### src/design/mma_pkg.sv
// types and constants of the montgomery modular alu
package mma_pkg;

   localparam logic [29:0] MODULUS_RESET = 30'd998244353;
   localparam int NEWTON_STEPS = 4;
   localparam int R2_STEPS     = 65;
   localparam int REM_STEPS    = 64;

   typedef enum logic [3:0] {
      CMD_FROM_PLAIN = 4'd0,
      CMD_TO_PLAIN   = 4'd1,
      CMD_ADD        = 4'd2,
      CMD_SUB        = 4'd3,
      CMD_MUL        = 4'd4,
      CMD_DIV        = 4'd5,
      CMD_NEG        = 4'd6,
      CMD_POW        = 4'd7,
      CMD_INVERSE    = 4'd8,
      CMD_EQUAL      = 4'd9
   } cmd_type;

   typedef enum logic [3:0] {
      ST_IDLE,
      ST_INV,
      ST_R2,
      ST_DECODE,
      ST_REM,
      ST_REM_FIX,
      ST_MP0,
      ST_MP1,
      ST_MP2,
      ST_MP3,
      ST_CANON,
      ST_POW_STEP,
      ST_ALU,
      ST_WRAP,
      ST_DONE
   } state_type;

   // what a finished montgomery product feeds
   typedef enum logic [2:0] {
      PH_PLAIN,
      PH_TO_PLAIN,
      PH_FINAL,
      PH_POW_INIT,
      PH_POW_ACC,
      PH_POW_SQ
   } phase_type;

endpackage

### src/design/montgomery_mod_alu_top.sv
// montgomery modular alu, R = 2^32, odd modulus below 2^30
// Usage: a command word (req_cmd and its operands) is taken at a rising edge where start
// is high and busy is low. busy stays high until the result word has been shown. The
// result stands on rsp_value / rsp_equal for exactly one cycle, marked by rsp_valid,
// and busy drops in the next cycle. The receiver cannot stall; it must take the word.
// csr_wr_en / csr_wr_data write the modulus (bit 0 forced to 1); the user must write it
// only while the block is idle, as the block does not enforce it. After reset or a write,
// the first command derives the constants: newton steps for the modulus inverse, then
// 2^64 mod modulus. Products share one 32x32 multiplier, remainders one compare-subtract
// unit; each montgomery product runs through the states MP0, MP1, MP2 and MP3. Per command:
//   add, sub, neg: alu step, then 2m wrap fix; equal and unknown commands: decode only
//   mul: one product; to_plain: one product, then one conditional subtract of m
//   from_plain: bit-serial remainder of the 64-bit magnitude, then one product
//   pow: square per exponent bit, multiply per set bit; inverse and div: exponent modulus-2
// Reset is synchronous and active high: the modulus returns to 998244353, the block
// goes idle and the derived constants are rebuilt before the next command.
module montgomery_mod_alu_top (
   input  logic               clock,
   input  logic               reset,
   input  logic               start,
   output logic               busy,
   input  logic [3:0]         req_cmd,
   input  logic [30:0]        req_operand_a,
   input  logic [30:0]        req_operand_b,
   input  logic signed [63:0] req_plain_value,
   input  logic [63:0]        req_exponent,
   input  logic               csr_wr_en,
   input  logic [29:0]        csr_wr_data,
   output logic               rsp_valid,
   output logic [30:0]        rsp_value,
   output logic               rsp_equal
);
   import mma_pkg::*;

   localparam logic [6:0] NEWTON_LAST = 7'(NEWTON_STEPS - 1);
   localparam logic [6:0] R2_LAST     = 7'(R2_STEPS - 1);
   localparam logic [6:0] REM_LAST    = 7'(REM_STEPS - 1);

   state_type   state_ff, state_in;
   phase_type   phase_ff;
   cmd_type     cmd_ff;
   logic [29:0] modulus_ff;
   logic        dirty_ff;
   logic [30:0] a_ff, b_ff;
   logic [63:0] plain_ff;
   logic [63:0] exp_ff;
   logic [31:0] inv_ff, nneg_ff;
   logic [29:0] r2_ff, rem_ff;
   logic [63:0] src_ff;
   logic        neg_ff;
   logic [6:0]  cnt_ff;
   logic [1:0]  sub_ff;
   logic [63:0] prod_ff, x_ff;
   logic [31:0] op_x_ff, op_y_ff;
   logic [31:0] acc_ff, sq_ff;
   logic [31:0] value_ff;
   logic        eq_ff;
   logic        div_ff;

   logic [31:0] m32, two_m, one_m, inv_exp, fix_t;
   logic [31:0] mul_a, mul_b;
   logic [63:0] prod_in;
   logic        rem_bit;
   logic [30:0] rem_d, rem_sub;
   logic [29:0] rem_next;
   logic [64:0] redc_sum;
   logic [31:0] redc_res;
   logic [30:0] a_canon, b_canon;
   logic [63:0] plain_mag;

   assign m32     = {2'b00, modulus_ff};
   assign two_m   = {1'b0, modulus_ff, 1'b0};
   // montgomery form of one: (1 mod m + m) * r2 goes through one product
   assign one_m   = m32 + ((modulus_ff != 30'd1) ? 32'd1 : 32'd0);
   assign inv_exp = m32 - 32'd2;
   assign fix_t   = (neg_ff && (rem_ff != 30'd0)) ? (m32 - {2'b00, rem_ff})
                                                  : ({2'b00, rem_ff} + m32);

   // shared multiplier, product registered every cycle
   assign prod_in = mul_a * mul_b;

   // shared compare-subtract, one remainder bit per cycle
   assign rem_d    = {rem_ff, rem_bit};
   assign rem_sub  = rem_d - {1'b0, modulus_ff};
   assign rem_next = (rem_d >= {1'b0, modulus_ff}) ? rem_sub[29:0] : rem_d[29:0];

   assign redc_sum = {1'b0, x_ff} + {1'b0, prod_ff};
   assign redc_res = redc_sum[63:32];

   assign a_canon   = (a_ff >= {1'b0, modulus_ff}) ? (a_ff - {1'b0, modulus_ff}) : a_ff;
   assign b_canon   = (b_ff >= {1'b0, modulus_ff}) ? (b_ff - {1'b0, modulus_ff}) : b_ff;
   assign plain_mag = plain_ff[63] ? (64'd0 - plain_ff) : plain_ff;

   // next state
   always_comb begin
      state_in = state_ff;
      unique case (state_ff)
         ST_IDLE: begin
            if (start) begin
               state_in = dirty_ff ? ST_INV : ST_DECODE;
            end
         end
         ST_INV: begin
            if (sub_ff == 2'd3 && cnt_ff == NEWTON_LAST) begin
               state_in = ST_R2;
            end
         end
         ST_R2: begin
            if (cnt_ff == R2_LAST) begin
               state_in = ST_DECODE;
            end
         end
         ST_DECODE: begin
            unique case (cmd_ff) inside
               CMD_FROM_PLAIN: state_in = ST_REM;
               CMD_ADD, CMD_SUB, CMD_NEG: state_in = ST_ALU;
               CMD_TO_PLAIN, CMD_MUL, CMD_POW, CMD_INVERSE, CMD_DIV: state_in = ST_MP0;
               default: state_in = ST_DONE;
            endcase
         end
         ST_REM: begin
            if (cnt_ff == REM_LAST) begin
               state_in = ST_REM_FIX;
            end
         end
         ST_REM_FIX: state_in = ST_MP0;
         ST_MP0:     state_in = ST_MP1;
         ST_MP1:     state_in = ST_MP2;
         ST_MP2:     state_in = ST_MP3;
         ST_MP3: begin
            case (phase_ff) inside
               PH_TO_PLAIN:             state_in = ST_CANON;
               PH_POW_INIT, PH_POW_SQ:  state_in = ST_POW_STEP;
               PH_POW_ACC:              state_in = ST_MP0;
               default:                 state_in = ST_DONE;
            endcase
         end
         ST_CANON: state_in = ST_DONE;
         ST_POW_STEP: begin
            if (exp_ff == 64'd0) begin
               state_in = div_ff ? ST_MP0 : ST_DONE;
            end else begin
               state_in = ST_MP0;
            end
         end
         ST_ALU:  state_in = ST_WRAP;
         ST_WRAP: state_in = ST_DONE;
         ST_DONE: state_in = ST_IDLE;
         default: state_in = ST_IDLE;
      endcase
   end

   // unit selects of the multiplier and the remainder unit
   always_comb begin
      mul_a   = '0;
      mul_b   = '0;
      rem_bit = 1'b0;
      unique case (state_ff)
         ST_INV: begin
            if (sub_ff == 2'd0) begin
               mul_a = m32;
               mul_b = inv_ff;
            end else if (sub_ff == 2'd2) begin
               mul_a = inv_ff;
               mul_b = op_y_ff;
            end
         end
         ST_R2:  rem_bit = (cnt_ff == 7'd0);
         ST_REM: rem_bit = src_ff[63];
         ST_MP0: begin
            mul_a = op_x_ff;
            mul_b = op_y_ff;
         end
         ST_MP1: begin
            mul_a = prod_ff[31:0];
            mul_b = nneg_ff;
         end
         ST_MP2: begin
            mul_a = prod_ff[31:0];
            mul_b = m32;
         end
         default: ;
      endcase
   end

   assign busy      = (state_ff != ST_IDLE);
   assign rsp_valid = (state_ff == ST_DONE);
   assign rsp_value = value_ff[30:0];
   assign rsp_equal = eq_ff;

   // control state
   always_ff @(posedge clock) begin
      if (reset) begin
         state_ff   <= ST_IDLE;
         modulus_ff <= MODULUS_RESET;
         dirty_ff   <= 1'b1;
      end else begin
         state_ff <= state_in;
         if (csr_wr_en) begin
            modulus_ff <= {csr_wr_data[29:1], 1'b1};
            dirty_ff   <= 1'b1;
         end else if (state_ff == ST_R2 && cnt_ff == R2_LAST) begin
            dirty_ff <= 1'b0;
         end
      end
   end

   // datapath
   always_ff @(posedge clock) begin
      prod_ff <= prod_in;
      case (state_ff)
         ST_IDLE: begin
            if (start) begin
               cmd_ff   <= cmd_type'(req_cmd);
               a_ff     <= req_operand_a;
               b_ff     <= req_operand_b;
               plain_ff <= req_plain_value;
               exp_ff   <= req_exponent;
               inv_ff   <= m32;
               cnt_ff   <= '0;
               sub_ff   <= '0;
            end
         end
         ST_INV: begin
            // x <- x * (2 - m*x), four substeps per newton step
            sub_ff <= sub_ff + 2'd1;
            if (sub_ff == 2'd1) begin
               op_y_ff <= 32'd2 - prod_ff[31:0];
            end
            if (sub_ff == 2'd3) begin
               inv_ff  <= prod_ff[31:0];
               nneg_ff <= 32'd0 - prod_ff[31:0];
               if (cnt_ff == NEWTON_LAST) begin
                  cnt_ff <= '0;
                  rem_ff <= '0;
               end else begin
                  cnt_ff <= cnt_ff + 7'd1;
               end
            end
         end
         ST_R2: begin
            // 2^64 mod m: a one then 64 zeros through the remainder unit
            rem_ff <= rem_next;
            cnt_ff <= cnt_ff + 7'd1;
            if (cnt_ff == R2_LAST) begin
               r2_ff <= rem_next;
            end
         end
         ST_DECODE: begin
            value_ff <= '0;
            eq_ff    <= (cmd_ff == CMD_EQUAL) && (a_canon == b_canon);
            div_ff   <= (cmd_ff == CMD_DIV);
            cnt_ff   <= '0;
            rem_ff   <= '0;
            src_ff   <= plain_mag;
            neg_ff   <= plain_ff[63];
            unique case (cmd_ff) inside
               CMD_TO_PLAIN: begin
                  op_x_ff  <= {1'b0, a_ff};
                  op_y_ff  <= 32'd1;
                  phase_ff <= PH_TO_PLAIN;
               end
               CMD_MUL: begin
                  op_x_ff  <= {1'b0, a_ff};
                  op_y_ff  <= {1'b0, b_ff};
                  phase_ff <= PH_FINAL;
               end
               CMD_POW: begin
                  op_x_ff  <= one_m;
                  op_y_ff  <= {2'b00, r2_ff};
                  phase_ff <= PH_POW_INIT;
                  sq_ff    <= {1'b0, a_ff};
               end
               CMD_INVERSE: begin
                  op_x_ff  <= one_m;
                  op_y_ff  <= {2'b00, r2_ff};
                  phase_ff <= PH_POW_INIT;
                  sq_ff    <= {1'b0, a_ff};
                  exp_ff   <= {32'd0, inv_exp};
               end
               CMD_DIV: begin
                  op_x_ff  <= one_m;
                  op_y_ff  <= {2'b00, r2_ff};
                  phase_ff <= PH_POW_INIT;
                  sq_ff    <= {1'b0, b_ff};
                  exp_ff   <= {32'd0, inv_exp};
               end
               default: ;
            endcase
         end
         ST_REM: begin
            rem_ff <= rem_next;
            src_ff <= {src_ff[62:0], 1'b0};
            cnt_ff <= cnt_ff + 7'd1;
         end
         ST_REM_FIX: begin
            // truncated remainder plus modulus, then times r2
            op_x_ff  <= fix_t;
            op_y_ff  <= {2'b00, r2_ff};
            phase_ff <= PH_PLAIN;
         end
         ST_MP1: x_ff <= prod_ff;
         ST_MP3: begin
            case (phase_ff) inside
               PH_PLAIN, PH_TO_PLAIN, PH_FINAL: value_ff <= redc_res;
               PH_POW_INIT: acc_ff <= redc_res;
               PH_POW_ACC: begin
                  acc_ff   <= redc_res;
                  op_x_ff  <= sq_ff;
                  op_y_ff  <= sq_ff;
                  phase_ff <= PH_POW_SQ;
               end
               PH_POW_SQ: begin
                  sq_ff  <= redc_res;
                  exp_ff <= {1'b0, exp_ff[63:1]};
               end
               default: ;
            endcase
         end
         ST_CANON: begin
            if (value_ff >= m32) begin
               value_ff <= value_ff - m32;
            end
         end
         ST_POW_STEP: begin
            if (exp_ff == 64'd0) begin
               if (div_ff) begin
                  op_x_ff  <= {1'b0, a_ff};
                  op_y_ff  <= acc_ff;
                  phase_ff <= PH_FINAL;
               end else begin
                  value_ff <= acc_ff;
               end
            end else if (exp_ff[0]) begin
               op_x_ff  <= acc_ff;
               op_y_ff  <= sq_ff;
               phase_ff <= PH_POW_ACC;
            end else begin
               op_x_ff  <= sq_ff;
               op_y_ff  <= sq_ff;
               phase_ff <= PH_POW_SQ;
            end
         end
         ST_ALU: begin
            case (cmd_ff)
               CMD_ADD: value_ff <= {1'b0, a_ff} + {1'b0, b_ff} - two_m;
               CMD_SUB: value_ff <= {1'b0, a_ff} - {1'b0, b_ff};
               CMD_NEG: value_ff <= 32'd0 - {1'b0, a_ff};
               default: value_ff <= '0;
            endcase
         end
         ST_WRAP: begin
            // wrapped below zero: add 2m once
            if (value_ff[31]) begin
               value_ff <= value_ff + two_m;
            end
         end
         default: ;
      endcase
   end

endmodule

### config.mk
export PLATFORM = sky130hd
export DESIGN_NAME = montgomery_mod_alu_top
export DESIGN_NICKNAME = d
export VERILOG_FILES = /design/src/design/mma_pkg.sv /design/src/design/montgomery_mod_alu_top.sv
export SDC_FILE = /design/constraint.sdc
export NUM_CORES = 2
export LEC_CHECK = 0
export ABC_CLOCK_PERIOD_IN_PS = 14100
export BUFFER_PORTS_ARGS = -buffer_cell sky130_fd_sc_hd__buf_4
export CAP_MARGIN = 0
export CORE_ASPECT_RATIO = 1.1
export CORE_MARGIN = 2
export CORE_UTILIZATION = 59
export DETAILED_ROUTE_END_ITERATION = 16
export HOLD_SLACK_MARGIN = 0.12
export PLACE_DENSITY = 0.87
export SKIP_LAST_GASP = 1
export SLEW_MARGIN = 20
export SYNTH_ARGS = -nofsm -noshare
export SYNTH_HDL_FRONTEND = slang
export SYNTH_SLANG_ARGS = --single-unit
### constraint.sdc
create_clock -name clock -period 14.1 [get_ports clock]
set_clock_uncertainty 0.05 [all_clocks]
set_input_delay 2.82 -clock clock [delete_from_list [all_inputs] [get_ports clock]]
set_output_delay 2.82 -clock clock [all_outputs]
set_load 0.02 [all_outputs]
=== Word level (Yosys, flattened, before mapping) ===
Cells that the tools add are included.

* Register bits: 719
* Word-level logic and storage cells: 241
* Output and inout port bits: 34

* Order comparisons: 4
* Reductions and logical operators: 51
* Multiply operators: 1
* Equal/unequal tests: 57
* Add/sub/neg operators: 19
* Muxes and demuxes: 81
* Bitwise operators: 1

{| class="wikitable"
|+ Operators with widths
! operator !! number
|-
| $mux W32 || 27
|-
| $mux W64 || 7
|-
| $pmux W32 S3 || 3
|-
| $pmux W32 S2 || 4
|-
| $pmux W32 S4 || 2
|-
| $pmux W32 S6 || 1
|-
| $pmux W64 S3 || 1
|-
| $pmux W32 S5 || 1
|-
| $pmux W64 S2 || 1
|-
| $ge A31 B30 Y1 || 3
|-
| $mux W30 || 3
|-
| $pmux W30 S3 || 1
|-
| $add A64 B64 Y64 || 1
|-
| $logic_not A64 Y1 || 1
|-
| $mul A32 B32 Y64 || 1
|-
| $sub A1 B64 Y64 const A || 1
|-
| $mux W31 || 2
|-
| $sub A31 B30 Y31 || 2
|-
| $pmux W4 S13 || 1
|-
| $eq A4 B4 Y1 const B || 9
|-
| $mux W4 || 9
|-
| $ne A2 B2 Y1 const B || 18
|-
| $add A31 B31 Y32 || 1
|-
| $add A32 B31 Y32 || 1
|-
| 60 further kinds || 113
|}

=== Logic depth before layout (Yosys ltp) ===
* Word-level depth: 6
* Depth in mapped cells: 40

=== Worst setup path after synthesis ===
No wires, ideal clock.

* Path type: input-to-reg
* From: input port start
* To: register exp_ff[0] (enable)
* Setup time: 827 ps
* Stages: 2
* Setup slack: 348 ps
* Data required time: 13,223 ps
* Arrival: 12,875 ps
* Buffers on the path: 0
* Cell sequence: nor2_1 -> a2111oi_0

* Cells in the longest elaborated chain, start to end: 2

{| class="wikitable"
|+ Ends and longest elaborated chain
! what !! RTL line !! text
|-
| start: declaration || montgomery_mod_alu_top.sv:20 || <nowiki>input logic start,</nowiki>
|-
| $ne A2 B2 Y1 (no source line) || n/a ||
|-
| $reduce_and A7 Y1 (no source line) || n/a ||
|-
| end signal: assignment || montgomery_mod_alu_top.sv:218 || <nowiki>exp_ff <= req_exponent;</nowiki>
|-
| end signal: assignment || montgomery_mod_alu_top.sv:279 || <nowiki>exp_ff <= {32'd0, inv_exp};</nowiki>
|-
| end signal: assignment || montgomery_mod_alu_top.sv:286 || <nowiki>exp_ff <= {32'd0, inv_exp};</nowiki>
|-
| end: declaration || montgomery_mod_alu_top.sv:46 || <nowiki>logic [63:0] exp_ff;</nowiki>
|}

Every way passes these cells.
A chain may end at the register's enable or synchronous reset.

=== Worst setup path after layout ===
* From: register state_ff[2]
* To: register prod_ff[62]

* Cells in the longest elaborated chain, start to end: 4
* Elaborated cells on any way between the ends: 8
* Classes of those cells: mul (1); eq/ne (4); mux (2); reduce/logical (1)

{| class="wikitable"
|+ Ends and longest elaborated chain
! what !! RTL line !! text
|-
| start: declaration || montgomery_mod_alu_top.sv:39 || <nowiki>state_type state_ff, state_in;</nowiki>
|-
| start signal: assignment || montgomery_mod_alu_top.sv:198 || <nowiki>state_ff <= state_in;</nowiki>
|-
| $eq A4 B3 Y1 or $eq A4 B4 Y1 (tied branches) || montgomery_mod_alu_top.sv:158 || <nowiki>unique case (state_ff)</nowiki>
|-
| $reduce_or A2 Y1 (no source line) || n/a ||
|-
| $pmux W32 S3 || montgomery_mod_alu_top.sv:158 ||
|-
| $mul A32 B32 Y64 * || montgomery_mod_alu_top.sv:80 || <nowiki>assign prod_in = mul_a * mul_b;</nowiki>
|-
| via prod_in[62] || montgomery_mod_alu_top.sv:62 || <nowiki>logic [63:0] prod_in;</nowiki>
|-
| end signal: assignment || montgomery_mod_alu_top.sv:210 || <nowiki>prod_ff <= prod_in;</nowiki>
|-
| end: declaration || montgomery_mod_alu_top.sv:53 || <nowiki>logic [63:0] prod_ff, x_ff;</nowiki>
|}

The timed path passes the listed nets; every way through them passes the cells marked *.

==> impl_metrics.toml <==
[logic_synthesis]
syn_nets = 11200
synthXorXnorAreaFrac_pct = 5.56
synth-async-reset-ratio_pct = 0
synth_top_family_by_area = "adder cells"
synth_warnings = 0
synthesis.area_mm2 = 0.0842
synth_cell_type_count = 90
postSynthCellCount = 9385
synth-seq-cells = 719
synth_fa_ha_area_share_pct = 31.2
synth_compound_area_share_pct = 14.5
postSynthAreaPerCell_um2 = 8.97
ys.flop_type = "edfxtp_1"
seq_area_frac_synth_pct = 24.5
synthMuxAreaShare_pct = 1.03
synth_simple_gate_area_share_pct = 15.2
synth-edff-count = 621

[timing]
period_minus_slack_ns = 12.38
fin_ws_ns = 1.72
period_share_pct = 87.8
slew_viol_final = 0
hold_violations = 0
fmax_mhz = 80.8
tns_ns = 0
final-setup-viol-count = 0
whs_ns = 0.393
rsz0062_at_grt = "no"
slew_headroom_pct = 9.97
worstMarginPinSlew_ns = 1.35

[detailed_routing]
routed_wl_um = 323000
ant_nets = 0
wl_per_cell_um = 28.3
drt_iter0_markers = 9318
dr.pass1.iters = 9
drc_errors = 0
vias = 74600
viasPerCell = 6.54

[clock_network]
cts_buffers = 81
cts_setup_buffers = 0
cts_tree = "done"
clockBufferDepth = 3
clk_latency_ns = 0.74
h-tree-depth = 3
cts-root-buf = "clkbuf_16"
path_clk_slew_ns = 0.06
cts.sinks = 719
cts_resized = 0
cts-hold-fix-buffers = 0

[global_route]
busiest_layer = "met2"
gr-usage-met1_pct = 51.9
grt.met3_usage_pct = 13.7
grt_pass1_vias = 75700
grtUsageTotal_pct = 44.5
grt_use_met2_pct = 67.3
grt_max_degree = 114
grt_pass1_wl_um = 475000
grt_remaining_overflow = 0
antenna_found_initial = 14

[die]
die_area_mm2 = 0.146
rows = 145
fp.dieW_um = 364
initial_core_util_pct = 59.3
die_y_um = 400
core_mm2 = 0.142
io_pins = 262

[hold_path]
min_path_type = "flop to flop"

[power_and_ir_drop]
vdd_drop_max_uv = 146
cellPowerDensity_mw_per_mm2 = 159
pwr-share-seq_pct = 26.2
p_leak_nw = 40.4
p_int_mw = 7.31
p_clk_share_pct = 15.9
p_comb_share_pct = 57.9
finalPower_mw = 14.4
switching_share_pct = 49.4
p_sw_mw = 7.14

[placement]
post-place-ws_ns = 2.15
place_congestion = 1.09
dp_hpwl_um = 255000
dp_cells = 11300
portBuffers = 260

[setup_path]
worstSetupPathType = "flop to flop"
crit_fanout = 38
critPathSlowestCell = "nand4_1"
slowest_delay_ns = 1.03
start_kind = "flop"
setup.worst_path.end_class = "flop"
critical_path_required_ns = 14.62
worstPathArrival_ns = 12.91
cp_common_cell = "fa_1"

[layout]
fin_nets = 11200
area_growth_pct = 8.29
layout-drive-gt1-share_pct = 7.40
fill_cells = 11300
final_cells = 11400

[job]
max-cap-violations = 0

[outcome]
status = "finished, final reports clean"
-- path summary, 6_finish.rpt --
kind,depth (start not counted),slack (ns),endpoint,from
worst max-delay path,30,1.72,prod_ff[62],state_ff[2]
worst min-delay path,0,0.39,x_ff[47],prod_ff[47]
worst max register to register,30,1.72,prod_ff[62],state_ff[2]
worst min register to register,0,0.39,x_ff[47],prod_ff[47]
-- layout make-up --
class	instances	area, um2	area share, %
multi-input cells	6917	57100	62.6
flip-flops and latches	719	20600	22.6
inverters	1239	4650	5.10
repair buffers	472	3560	3.90
well taps	1911	2390	2.62
clock buffers	98	2180	2.40
clock inverters	54	649	0.712
diodes	6	15.0	0.0165
-- registers in the layout (all words and copies together) (netlist names), 31 cells and up --
name,count
exp_ff,64
plain_ff,64
prod_ff,64
src_ff,64
x_ff,64
acc_ff,32
inv_ff,32
nneg_ff,32
op_x_ff,32
op_y_ff,32
sq_ff,32
value_ff,32
a_ff,31
b_ff,31
-- layer usage --
metal	wire length (um)	up-vias	part of all wire, %
li1	-	31800	-
met1	108000	35700	34
met2	138000	5488	43
met3	41600	1624	13
met4	34800	20	11
met5	133	-	0.041
-- power by group through the flow --
stage / Combinational, mW / Clock, mW / Sequential, mW
CTS: 8.05 / 2.30 / 3.75
global route: 8.88 / 2.37 / 3.81
detailed placement: 7.97 / 0 / 3.78
global placement: 7.85 / 0 / 3.76
floorplan: 5.42 / 0 / 3.58
finish: 8.37 / 2.30 / 3.78
-- cell usage after synthesis (43+ instances only) --
cell type	instances	area, um2
inv_1	1238	4650
nand2_1	1083	4070
nor2_1	964	3620
fa_1	933	18700
edfxtp_1	621	18600
ha_1	609	7620
o21ai_0	468	2340
a21oi_1	450	2250
clkbuf_1	436	1640
xnor2_1	320	2800
xor2_1	214	1870
a21o_1	198	1490
nand3_1	163	816
nor3_1	125	626
dfxtp_1	98	1960
nand4_1	95	594
a22oi_1	85	638
mux2i_1	81	811
nor2b_1	77	482
nor4_1	68	425
and3_1	67	419
o21bai_1	59	443
nand2b_1	58	363
a221oi_1	57	499
o31ai_1	57	428
a211oi_1	50	375
a31oi_1	50	313
a221o_1	49	490
o21a_1	44	330
o211ai_1	43	323
-- cell families (layout without fill, tap and decap cells) --
logic type | count (synthesis) | count (layout)
AND/OR/NAND/NOR | 2881 | 2881
AO/OA/AOI/OAI | 1874 | 1874
buffers and inverters | 1749 | 1863
adder cells (fa/ha/maj) | 1542 | 1542
flip-flops | 719 | 719
XOR/XNOR | 534 | 534
multiplexers | 86 | 86
other | 0 | 6
-- through the flow --
| step | cell area, um2 | utilization (%) |
|---|---|---|
| final | 91200 | 64.3 |
| after global routing | 91200 | 64.2 |
| after CTS | 91100 | 64.2 |
| after detailed placement | 88300 | 62.2 |
| after global placement | 88300 | 62.2 |
| after floorplan | 84200 | - |
-- critical path, delay by kind of cell (launching register included) --
family | cells | cell delay (ns)
compound gates | 7 | 2.49
xor+xnor | 1 | 0.14
fa+ha+maj | 9 | 4.46
buf+inv | 3 | 0.18
flops | 1 | 0.79
simple gates | 10 | 4.08
-- cells in the final DEF, fill, tap and decap left out, types with 57 or more instances in the layout --
cell type / instances
inv_1: 1237
nand2_1: 1082
nor2_1: 954
fa_1: 933
edfxtp_1: 621
ha_1: 609
buf_4: 471
o21ai_0: 463
a21oi_1: 446
xnor2_1: 319
xor2_1: 214
a21o_1: 198
nand3_1: 162
nor3_1: 119
dfxtp_1: 98
nand4_1: 95
a22oi_1: 85
clkbuf_16: 83
mux2i_1: 81
nor2b_1: 77
nor4_1: 67
and3_1: 62
o21bai_1: 59
nand2b_1: 58
o31ai_1: 57
(Power assumes the default switching activity.)
